===== src/rtl/bchd_pkg.sv =====
// Package for the button click/hold detector: word types, time width,
// register indexes, reset values and click kind codes. No dependencies.
`default_nettype none

package bchd_pkg;

  // Width of the timestamp arithmetic; differences wrap modulo 2^TIME_BITS.
  localparam int TIME_BITS = 32;
  localparam int CFG_BITS  = 16;
  localparam int IDX_BITS  = 2;
  localparam int CNT_BITS  = 3;

  typedef logic [TIME_BITS-1:0] time_t;
  typedef logic [CFG_BITS-1:0]  cfg_t;
  typedef logic [CNT_BITS-1:0]  cnt_t;
  typedef logic [1:0]           kind_t;

  // Register indexes
  localparam logic [IDX_BITS-1:0] REG_DEBOUNCE    = 2'd0;
  localparam logic [IDX_BITS-1:0] REG_MULTI_CLICK = 2'd1;
  localparam logic [IDX_BITS-1:0] REG_HOLD        = 2'd2;
  localparam logic [IDX_BITS-1:0] REG_INACTIVITY  = 2'd3;

  // Register reset values
  localparam cfg_t DEBOUNCE_RST    = 16'd50;
  localparam cfg_t MULTI_CLICK_RST = 16'd250;
  localparam cfg_t HOLD_RST        = 16'd500;
  localparam cfg_t INACTIVITY_RST  = 16'd2000;

  // Click kinds
  localparam kind_t KIND_NONE   = 2'd0;
  localparam kind_t KIND_SINGLE = 2'd1;
  localparam kind_t KIND_DOUBLE = 2'd2;
  localparam kind_t KIND_TRIPLE = 2'd3;

  localparam cnt_t CNT_MAX = 3'd7;

  typedef struct packed {
    logic        level;
    logic [31:0] now_ms;
  } in_word_t;

  typedef struct packed {
    logic  press_event;
    logic  release_event;
    kind_t click_event_kind;
    logic  hold_start_event;
    logic  while_held;
    kind_t click_hold_kind;
    logic  pressed_state;
    logic  held_state;
    kind_t click_status;
  } out_word_t;

endpackage

`default_nettype wire


===== src/rtl/button_click_hold_detector_top.sv =====
// Button click/hold detector top level: input register, combinational update
// of the debounce/click/hold state and a result register. Uses bchd_pkg.
// Path: input reg, then the state update, then result reg; a word waits in the
//   input reg while the result reg is full and not being drained.
// Throughput: one word per cycle unless the receiver stalls; the whole state update
//   is a handful of wrapping subtractions and compares done between the two regs.
// Reset (rst_n low, synchronous): pipeline empty, debounced level released,
//   all timestamps, counts and flags zero, registers at their defaults.
`default_nettype none

module button_click_hold_detector_top (
  input  wire                   clk,
  input  wire                   rst_n,
  // input channel
  input  wire                   in_valid,
  output logic                  in_ready,
  input  bchd_pkg::in_word_t    in_data,
  // result channel
  output logic                  out_valid,
  input  wire                   out_ready,
  output bchd_pkg::out_word_t   out_data,
  // configuration write port
  input  wire                   cfg_we,
  input  wire [bchd_pkg::IDX_BITS-1:0] cfg_index,
  input  wire [bchd_pkg::CFG_BITS-1:0] cfg_wdata
);
  import bchd_pkg::*;

  // ---------------------------------------------------------------------
  // Configuration registers
  // ---------------------------------------------------------------------
  cfg_t debounce_r, multi_click_r, hold_r, inactivity_r;

  always_ff @(posedge clk) begin
    if (!rst_n) begin
      debounce_r    <= DEBOUNCE_RST;
      multi_click_r <= MULTI_CLICK_RST;
      hold_r        <= HOLD_RST;
      inactivity_r  <= INACTIVITY_RST;
    end else if (cfg_we) begin
      case (cfg_index)
        REG_DEBOUNCE:    debounce_r    <= cfg_wdata;
        REG_MULTI_CLICK: multi_click_r <= cfg_wdata;
        REG_HOLD:        hold_r        <= cfg_wdata;
        REG_INACTIVITY:  inactivity_r  <= cfg_wdata;
        default: ;
      endcase
    end
  end

  // ---------------------------------------------------------------------
  // Handshake: the input stage moves whenever the result reg is free or
  // is being drained this cycle. Both stages can hold a word at once.
  // ---------------------------------------------------------------------
  logic     in_v_r;
  in_word_t in_word_r;
  logic     out_v_r;
  out_word_t out_word_r;
  logic     advance;   // input-stage word is processed this cycle

  assign advance   = in_v_r && (!out_v_r || out_ready);
  assign in_ready  = !in_v_r || advance;
  assign out_valid = out_v_r;
  assign out_data  = out_word_r;

  always_ff @(posedge clk) begin
    if (!rst_n) begin
      in_v_r <= 1'b0;
    end else if (in_ready) begin
      in_v_r <= in_valid;
    end
  end

  always_ff @(posedge clk) begin
    if (in_ready && in_valid) begin
      in_word_r <= in_data;
    end
  end

  // ---------------------------------------------------------------------
  // Detector state
  // ---------------------------------------------------------------------
  logic  deb_level_r,   deb_level_nxt;
  time_t change_t_r,    change_t_nxt;
  time_t prev_change_r, prev_change_nxt;
  time_t press_t_r,     press_t_nxt;
  time_t last_click_r,  last_click_nxt;
  cnt_t  cnt_r,         cnt_nxt;
  logic  pressed_r,     pressed_nxt;
  logic  held_r,        held_nxt;
  logic [2:0] ch_flags_r, ch_flags_nxt;   // click-hold seen, one bit per kind
  kind_t status_r,      status_nxt;

  // ---------------------------------------------------------------------
  // Update logic
  // ---------------------------------------------------------------------
  time_t now;
  time_t el_change, el_prev_change, el_press, el_prev_press, el_last_click;
  time_t deb_w, multi_w, hold_w, inact_w;
  logic  run_end;
  cnt_t  cnt_run;          // count after the run-end check
  kind_t run_kind;
  out_word_t res;

  assign now     = TIME_BITS'(in_word_r.now_ms);
  assign deb_w   = TIME_BITS'(debounce_r);
  assign multi_w = TIME_BITS'(multi_click_r);
  assign hold_w  = TIME_BITS'(hold_r);
  assign inact_w = TIME_BITS'(inactivity_r);

  // wrapping differences
  assign el_change      = now - change_t_r;
  assign el_prev_change = now - prev_change_r;
  assign el_press       = now - press_t_r;
  assign el_prev_press  = now - press_t_r;   // press_t_r becomes prev on a press
  assign el_last_click  = now - last_click_r;

  // run ends once the window since the last click has passed; runs longer
  // than three clicks end silently
  assign run_end  = (el_last_click >= multi_w);
  assign cnt_run  = run_end ? '0 : cnt_r;
  assign run_kind = (run_end && (cnt_r inside {[3'd1:3'd3]})) ? cnt_r[1:0] : KIND_NONE;

  always_comb begin
    deb_level_nxt   = deb_level_r;
    change_t_nxt    = change_t_r;
    prev_change_nxt = prev_change_r;
    press_t_nxt     = press_t_r;
    last_click_nxt  = last_click_r;
    cnt_nxt         = cnt_r;
    pressed_nxt     = pressed_r;
    held_nxt        = held_r;
    ch_flags_nxt    = ch_flags_r;
    status_nxt      = status_r;
    res             = '0;

    if (in_word_r.level != deb_level_r) begin
      // level change: accepted only past the debounce time
      if (el_change > deb_w) begin
        deb_level_nxt   = in_word_r.level;
        prev_change_nxt = change_t_r;
        change_t_nxt    = now;
        if (!in_word_r.level) begin
          pressed_nxt       = 1'b1;
          res.press_event   = 1'b1;
          press_t_nxt       = now;
          last_click_nxt    = now;
          if (el_prev_press < multi_w) begin
            if (cnt_r < CNT_MAX) cnt_nxt = cnt_r + 3'd1;
          end else begin
            cnt_nxt = 3'd1;
          end
        end else begin
          pressed_nxt          = 1'b0;
          res.release_event    = 1'b1;
          held_nxt             = 1'b0;
          ch_flags_nxt         = '0;
          cnt_nxt              = cnt_run;
          res.click_event_kind = run_kind;
          if (run_kind != KIND_NONE) status_nxt = run_kind;
        end
      end
    end else begin
      // steady level: run end, then hold, then inactivity
      cnt_nxt              = cnt_run;
      res.click_event_kind = run_kind;
      if (run_kind != KIND_NONE) status_nxt = run_kind;

      if (!deb_level_r && (el_press > hold_w)) begin
        res.hold_start_event = !held_r;
        held_nxt             = 1'b1;
        res.while_held       = 1'b1;
        if (cnt_run == 3'd1 && !ch_flags_r[0]) begin
          ch_flags_nxt[0]     = 1'b1;
          res.click_hold_kind = KIND_SINGLE;
        end else if (cnt_run == 3'd2 && !ch_flags_r[1]) begin
          ch_flags_nxt[1]     = 1'b1;
          res.click_hold_kind = KIND_DOUBLE;
        end else if (cnt_run == 3'd3 && !ch_flags_r[2]) begin
          ch_flags_nxt[2]     = 1'b1;
          res.click_hold_kind = KIND_TRIPLE;
        end
      end

      // long idle clears count, status and click-hold flags, keeps held
      if (el_prev_change > inact_w) begin
        cnt_nxt      = '0;
        status_nxt   = KIND_NONE;
        ch_flags_nxt = '0;
      end
    end

    res.pressed_state = pressed_nxt;
    res.held_state    = held_nxt;
    res.click_status  = status_nxt;
  end

  always_ff @(posedge clk) begin
    if (!rst_n) begin
      deb_level_r   <= 1'b1;
      change_t_r    <= '0;
      prev_change_r <= '0;
      press_t_r     <= '0;
      last_click_r  <= '0;
      cnt_r         <= '0;
      pressed_r     <= 1'b0;
      held_r        <= 1'b0;
      ch_flags_r    <= '0;
      status_r      <= KIND_NONE;
    end else if (advance) begin
      deb_level_r   <= deb_level_nxt;
      change_t_r    <= change_t_nxt;
      prev_change_r <= prev_change_nxt;
      press_t_r     <= press_t_nxt;
      last_click_r  <= last_click_nxt;
      cnt_r         <= cnt_nxt;
      pressed_r     <= pressed_nxt;
      held_r        <= held_nxt;
      ch_flags_r    <= ch_flags_nxt;
      status_r      <= status_nxt;
    end
  end

  // ---------------------------------------------------------------------
  // Result register
  // ---------------------------------------------------------------------
  always_ff @(posedge clk) begin
    if (!rst_n) begin
      out_v_r <= 1'b0;
    end else if (!out_v_r || out_ready) begin
      out_v_r <= advance;
    end
  end

  always_ff @(posedge clk) begin
    if (advance) begin
      out_word_r <= res;
    end
  end

endmodule

`default_nettype wire


===== config.mk =====
export PLATFORM = sky130hd
export DESIGN_NAME = button_click_hold_detector_top
export DESIGN_NICKNAME = d
export VERILOG_FILES = /design/src/rtl/bchd_pkg.sv /design/src/rtl/button_click_hold_detector_top.sv
export SDC_FILE = /design/constraint.sdc
export NUM_CORES = 1
export LEC_CHECK = 0
export ABC_AREA = 1
export BUFFER_PORTS_ARGS = -buffer_cell sky130_fd_sc_hd__clkbuf_2
export CORE_MARGIN = 8
export CORE_UTILIZATION = 41
export DETAILED_ROUTE_END_ITERATION = 6
export PLACE_DENSITY = 0.56
export RECOVER_POWER = 100
export SYNTH_ARGS = -nofsm -noshare
export SYNTH_HDL_FRONTEND = slang
export SYNTH_SLANG_ARGS = --single-unit
export TNS_END_PERCENT = 1

===== constraint.sdc =====
create_clock -name clk -period 4.9 [get_ports clk]
set_input_delay 0.98 -clock clk [delete_from_list [all_inputs] [get_ports clk]]
set_output_delay 0.98 -clock clk [all_outputs]
set_load 0.01 [all_outputs]

==> metrics.csv, run 1 <==
metric,value,unit
fmax,218.0,MHz
worstHoldStart,prev_change_r[7],
h-tree-depth,1,
timing.rr.start,now[0],
slew_viol_final,0,
reg2reg_to,last_click_r[16],
stdcell_area,18270,sq um
num_vias,15850,
wire_per_inst,16.57,um
p_clk_share,37.6,%
top_layer,met4,
gr-total-overflow,0,
vias_per_cell,5.173,
hold_end,prev_change_r[7],
p_sw,1.815,mW
grt_max_degree,94,
die-area,46330,sq um
min_period,4586,ps
synth.avg_cell_area,6.636,sq um
slew_headroom,12.87,%
worstPathRequired,5360,ps
clock-skew-final,25.53,ps
die_h,215.3,um
portBuffers,69,
dpl.hpwl,40.50,mm
crit_arrival,5050,ps
yosys-top-cells-area,"dfxtp_1, nand2_1, ha_1",
layout.cells.non_filler,3064,
rows,73,
yosys_warnings,0,
status,"complete, no violations",
dp_slack,137.5,ps
synth_top_area_share,21.28,%
worstPathMaxFanout,10,
num_antenna_cells,0,
synthTopCellsByCount,"nand2_1, inv_1, a21oi_1",
detail-route-antenna-nets,0,
drc,0,
hold_path_class,flip-flop to flip-flop,
layout-drive-gt1-share,6.302,%
cts.clk_slew.worst_paths,70,ps
syn_nets,2673,
gr-usage-all-layers,21.05,%
r2r_cells,30,
cts-root-buf,clkbuf_16,
vdd_drop_max,280.4,uV
grt_pass1_vias,15280,
pin_count,70,
placed_cells,3007,
yosysMostFrequentCell,nand2_1,
start_util,41.25,%
crit_buf_inv,6,
numCtsBuffers,27,
path_class,flip-flop to flip-flop,
cap_violations,0,
critPathLaunchType,flip-flop,
core_area,39460,sq um
power.density,301.1,nW/um^2
power,5.500,mW
slowest_delay,430,ps
reg2reg_slack,310,ps
synth_top_cell_by_area,dfxtp_1,
worst_slew_pin_slew,1307,ps
cts_tree,built,
pwr-share-comb,26.2,%
syn_area,16280,sq um
setup.worst_path.end_class,flip-flop,
p_int,3.685,mW
wirelength,50.76,mm
seq_power_share,36.1,%
wl_met3,1.954,mm
syn_inst,2453,
place.gp.congestion,0.9500,
cp_top_family,simple AND/OR/NAND/NOR gates,
critPathSlowestCell,edfxtp_1,
drt_iter0_drc,1030,
fin_crit_sh,93.59,%
met1_length,23.59,mm
p_leak,8.299,nW
wl_met2,23.30,mm
clock_latency,560,ps
synthDistinctLibCells,53,
synth-edff-count,45,
nets,2739,
clock_sinks,218,
final-setup-viol-count,0,
yosysSeqAreaShare,29.58,%
placed_cell_area,17120,sq um
cp_common_cell,nand3_1,
hold_violations,0,
ctsLongestPathBuffers,3,
first_pass_iters,7,
synth-main-ff-cell,dfxtp_1,
antenna_found_initial,0,
switching_share,32.99,%
setup_ws,313.9,ps
post-route-util,46.29,%
grt_first_pass_wirelength,80.06,mm
async_flop_share,0,%
whs_path_depth,2,
syn_to_final_growth,12.21,%
ys_ff_latch,218,
die_x,215.3,um
==> area by class of cell <==
class | instances | area (sq um)
clock buffers | 39 | 783.3
clock inverters | 10 | 137.6
fillers | 4235 | 21190
inverters | 403 | 1513
multi-input cells | 1778 | 9778
flip-flops and latches | 218 | 4815
well taps | 525 | 656.9
repair buffers | 91 | 581.8
==> worst max path at each step <==
stage | endpoint | depth (start not counted) | slack [ps] | start
floorplan | last_click_r[10] | 30 | 1210 | now[0]
global placement | status_r[1] | 25 | 240 | now[0]
detailed placement | last_click_r[3] | 29 | 140 | now[0]
CTS | last_click_r[23] | 29 | 100 | now[0]
global route | last_click_r[19] | 30 | -40 | now[0]
finish | last_click_r[16] | 30 | 310 | now[0]
==> registers in the layout, summed over array words and instances (netlist names) <==
register,cells
ch_flags_r,3
change_t_r,32
cnt_r,3
deb_level_r,1
debounce_r,16
held_r,1
hold_r,16
in_v_r,1
in_word_r,1
inactivity_r,16
last_click_r,32
multi_click_r,16
now,32
out_data,12
out_valid,1
pressed_r,1
prev_change_r,32
status_r,2
==> logic make-up (layout without fill, tap and decap cells) <==
kind of cell,Yosys count,after routing,synth area share (%)
simple gates,1082,1084,28.02
compound gates,472,472,15.46
buf+inv,459,543,11.08
flops,218,218,29.58
fa+ha+maj,164,164,12.74
xor+xnor,58,58,3.121
==> worst reg2reg max path, delay by kind of cell (launching register included) <==
kind,cells,cell delay [ps]
buffers and inverters,6,710
flip-flops,1,430
adder cells (fa/ha/maj),3,840
AND/OR/NAND/NOR,17,1820
AO/OA/AOI/OAI,3,530
XOR/XNOR,1,180
==> placed cells by master, fill, tap and decap left out, drive strengths merged, types with 48 or more instances in the layout <==
cell / n
clkbuf: 113
dfxtp: 173
inv: 402
ha: 161
nand3: 166
xor2: 48
o21ai: 147
nor2: 193
a21oi: 277
nand2: 624
==> power by group through the flow <==
stage / sequential (mW) / clock (mW) / combinational [mW]
floorplan: 2.00 / 0 / 1.02
detailed placement: 2.02 / 0 / 1.40
finish: 1.99 / 2.07 / 1.44
CTS: 1.99 / 2.13 / 1.41
global placement: 2.02 / 0 / 1.38
global route: 2.00 / 2.20 / 1.64
==> layer usage <==
layer / global-route usage (%) / vias up
met5: 0 / -
met3: 2.289 / 96
met4: 7.739 / 0
met1: 27.61 / 7270
met2: 35.31 / 333
li1: - / 8151
==> timing repair <==
action                     CTS  global route
setup endpoints to repair    0           110
setup buffers                0             3
resized for setup            0            35
hold buffers                 0             0
==> through the flow <==
| stage | hold WS, ps | setup TNS (ps) |
|---|---|---|
| after floorplan | 429.5 | 0 |
| after global placement | 444.4 | 0 |
| after detailed placement | 446.1 | 0 |
| after CTS | 455.4 | 0 |
| after global routing | 471.5 | -557.1 |
| final | 457.5 | 0 |
No activity file was read; power rests on OpenSTA's default activity.
==> run 2: changes to the inputs <==
--- a/config.mk
+++ b/config.mk
@@ -12,6 +12,7 @@
 export DETAILED_ROUTE_END_ITERATION = 6
 export PLACE_DENSITY = 0.56
 export RECOVER_POWER = 100
+export REMOVE_ABC_BUFFERS = 1
 export SYNTH_ARGS = -nofsm -noshare
 export SYNTH_HDL_FRONTEND = slang
 export SYNTH_SLANG_ARGS = --single-unit
==> run 2 against run 1 <==
Net effect:
- the run now ends with max-capacitance violations, max-slew violations left
- setup slack improved by 18 ps
- global-route usage rose by 0.22 points
- worst hold slack barely moved
- largest power group unchanged
==> metrics.csv, run 2 (synthesis gave the netlist of run 1 again) <==
metric,value,unit
min_period,4568,ps
numCtsBuffers,27,
ff_latch_area,4815,sq um
crit_arrival,5030,ps
postCtsHoldBufs,0,
drt_iter0_drc,974,
violations,"max-capacitance violations, max-slew violations",
layout_common_cells,"nand2_1, inv_1, a21oi_1, nor2_1, dfxtp_1",
critPathSlowestCell,fa_1,
gr-total-overflow,0,
cp_common_cell,nand3_1,
num_vias,15890,
rows,73,
die_x,215.3,um
cts_tree,built,
slowest_delay,420,ps
whs_path_depth,2,
gr-usage-all-layers,21.27,%
start_util,41.25,%
wirelength,51.45,mm
fin_crit_sh,93.22,%
cts-root-buf,clkbuf_16,
stdcell_area,18110,sq um
setup_ws,332.2,ps
cap_violations,2,
dp_slack,216.5,ps
critPathLaunchType,flip-flop,
slew_viol_final,79,
num_antenna_cells,0,
nFillCells,4184,
hold_end,prev_change_r[5],
syn_to_final_growth,11.25,%
grt_pass1_vias,15350,
worst_slew_pin_slew,1954,ps
die-area,46330,sq um
r2r_cells,27,
cts_setup_buffers,0,
die_h,215.3,um
nets,2737,
worstHoldStart,prev_change_r[5],
reg2reg_to,prev_change_r[30],
hold_violations,0,
detail-route-antenna-nets,0,
pin_count,70,
ctsLongestPathBuffers,3,
vias_per_cell,5.190,
grt_max_degree,94,
post_cts_resized,0,
portBuffers,69,
h-tree-depth,1,
vdd_drop_max,275.2,uV
multi_input_area,9681,sq um
dpl.hpwl,41.69,mm
final-setup-viol-count,0,
status,"finished, violations left",
worstPathMaxFanout,27,
clock-skew-final,27.61,ps
holdWs,458.0,ps
reg2reg_slack,330,ps
place.gp.congestion,1.016,
setup.worst_path.end_class,flip-flop,
antenna_found_initial,0,
core_area,39460,sq um
final_common_cell,nand2_1,
drc,0,
grt_first_pass_wirelength,80.25,mm
slew_headroom,-30.27,%
cts.clk_slew.worst_paths,60,ps
timing.rr.start,now[0],
first_pass_iters,6,
p_leak,8.271,nW
power.density,303.1,nW/um^2
clock_sinks,218,
worstPathRequired,5370,ps
clock_latency,560,ps
fmax,218.9,MHz
placed_cell_area,17160,sq um
layout-drive-gt1-share,5.400,%
hold_path_class,flip-flop to flip-flop,
wire_per_inst,16.80,um
path_class,flip-flop to flip-flop,
[run 2: cell count changes in the layout (fill, tap and decap cells not counted), sizes merged]
cell,previous run,this run
clkinv,7,5
nand2,624,622
clkinvlp,1,0
inv,402,404
buf,17,18
[run 2: stage by stage]
stage	instances	TNS, ps	total power [mW]	utilization, %
floorplan	2397	0	2.992	-
global placement	3012	0	3.411	43.49
detailed placement	3012	0	3.427	43.49
CTS	3061	0	5.521	45.83
global route	3062	-4441	5.806	45.89
finish	3062	0	5.488	45.89
[run 2: how the worst max path moves through the flow]
stage | end | depth (start not counted) | startpoint | slack [ps]
floorplan | prev_change_r[10] | 27 | now[0] | 60
global placement | ch_flags_r[1] | 23 | now[0] | 310
detailed placement | ch_flags_r[1] | 23 | now[0] | 220
CTS | ch_flags_r[1] | 23 | now[0] | 210
global route | prev_change_r[30] | 27 | now[0] | -140
finish | prev_change_r[30] | 27 | now[0] | 330
[run 2: where the power goes]
group	internal, mW	switching [mW]
logic	0.488	0.932
clock network	1.27	0.806
registers	1.92	0.0698
total	3.68	1.81
[run 2: metal layers]
| metal | track usage [%] | vias to the layer above | share of wire [%] |
|---|---|---|---|
| li1 | - | 8168 | - |
| met1 | 27.35 | 7216 | 46 |
| met2 | 34.81 | 389 | 44 |
| met3 | 2.963 | 120 | 5.1 |
| met4 | 10.10 | 0 | 4.8 |
| met5 | 0 | - | 0 |
[run 2: cell type report]
type | count | share of cell area (%)
multi-input cells | 1776 | 53.46
well taps | 525 | 3.627
flip-flops and latches | 218 | 26.59
repair buffers | 91 | 2.881
clock inverters | 9 | 0.7393
inverters | 403 | 8.353
clock buffers | 40 | 4.353
[run 2: worst max-delay path, delay by kind of cell (launching register included)]
kind                     cells  cell delay (ps)
XOR/XNOR                     1              170
flip-flops                   1              410
AND/OR/NAND/NOR             16             2070
adder cells (fa/ha/maj)      3              870
AO/OA/AOI/OAI                3              430
buffers and inverters        4              510
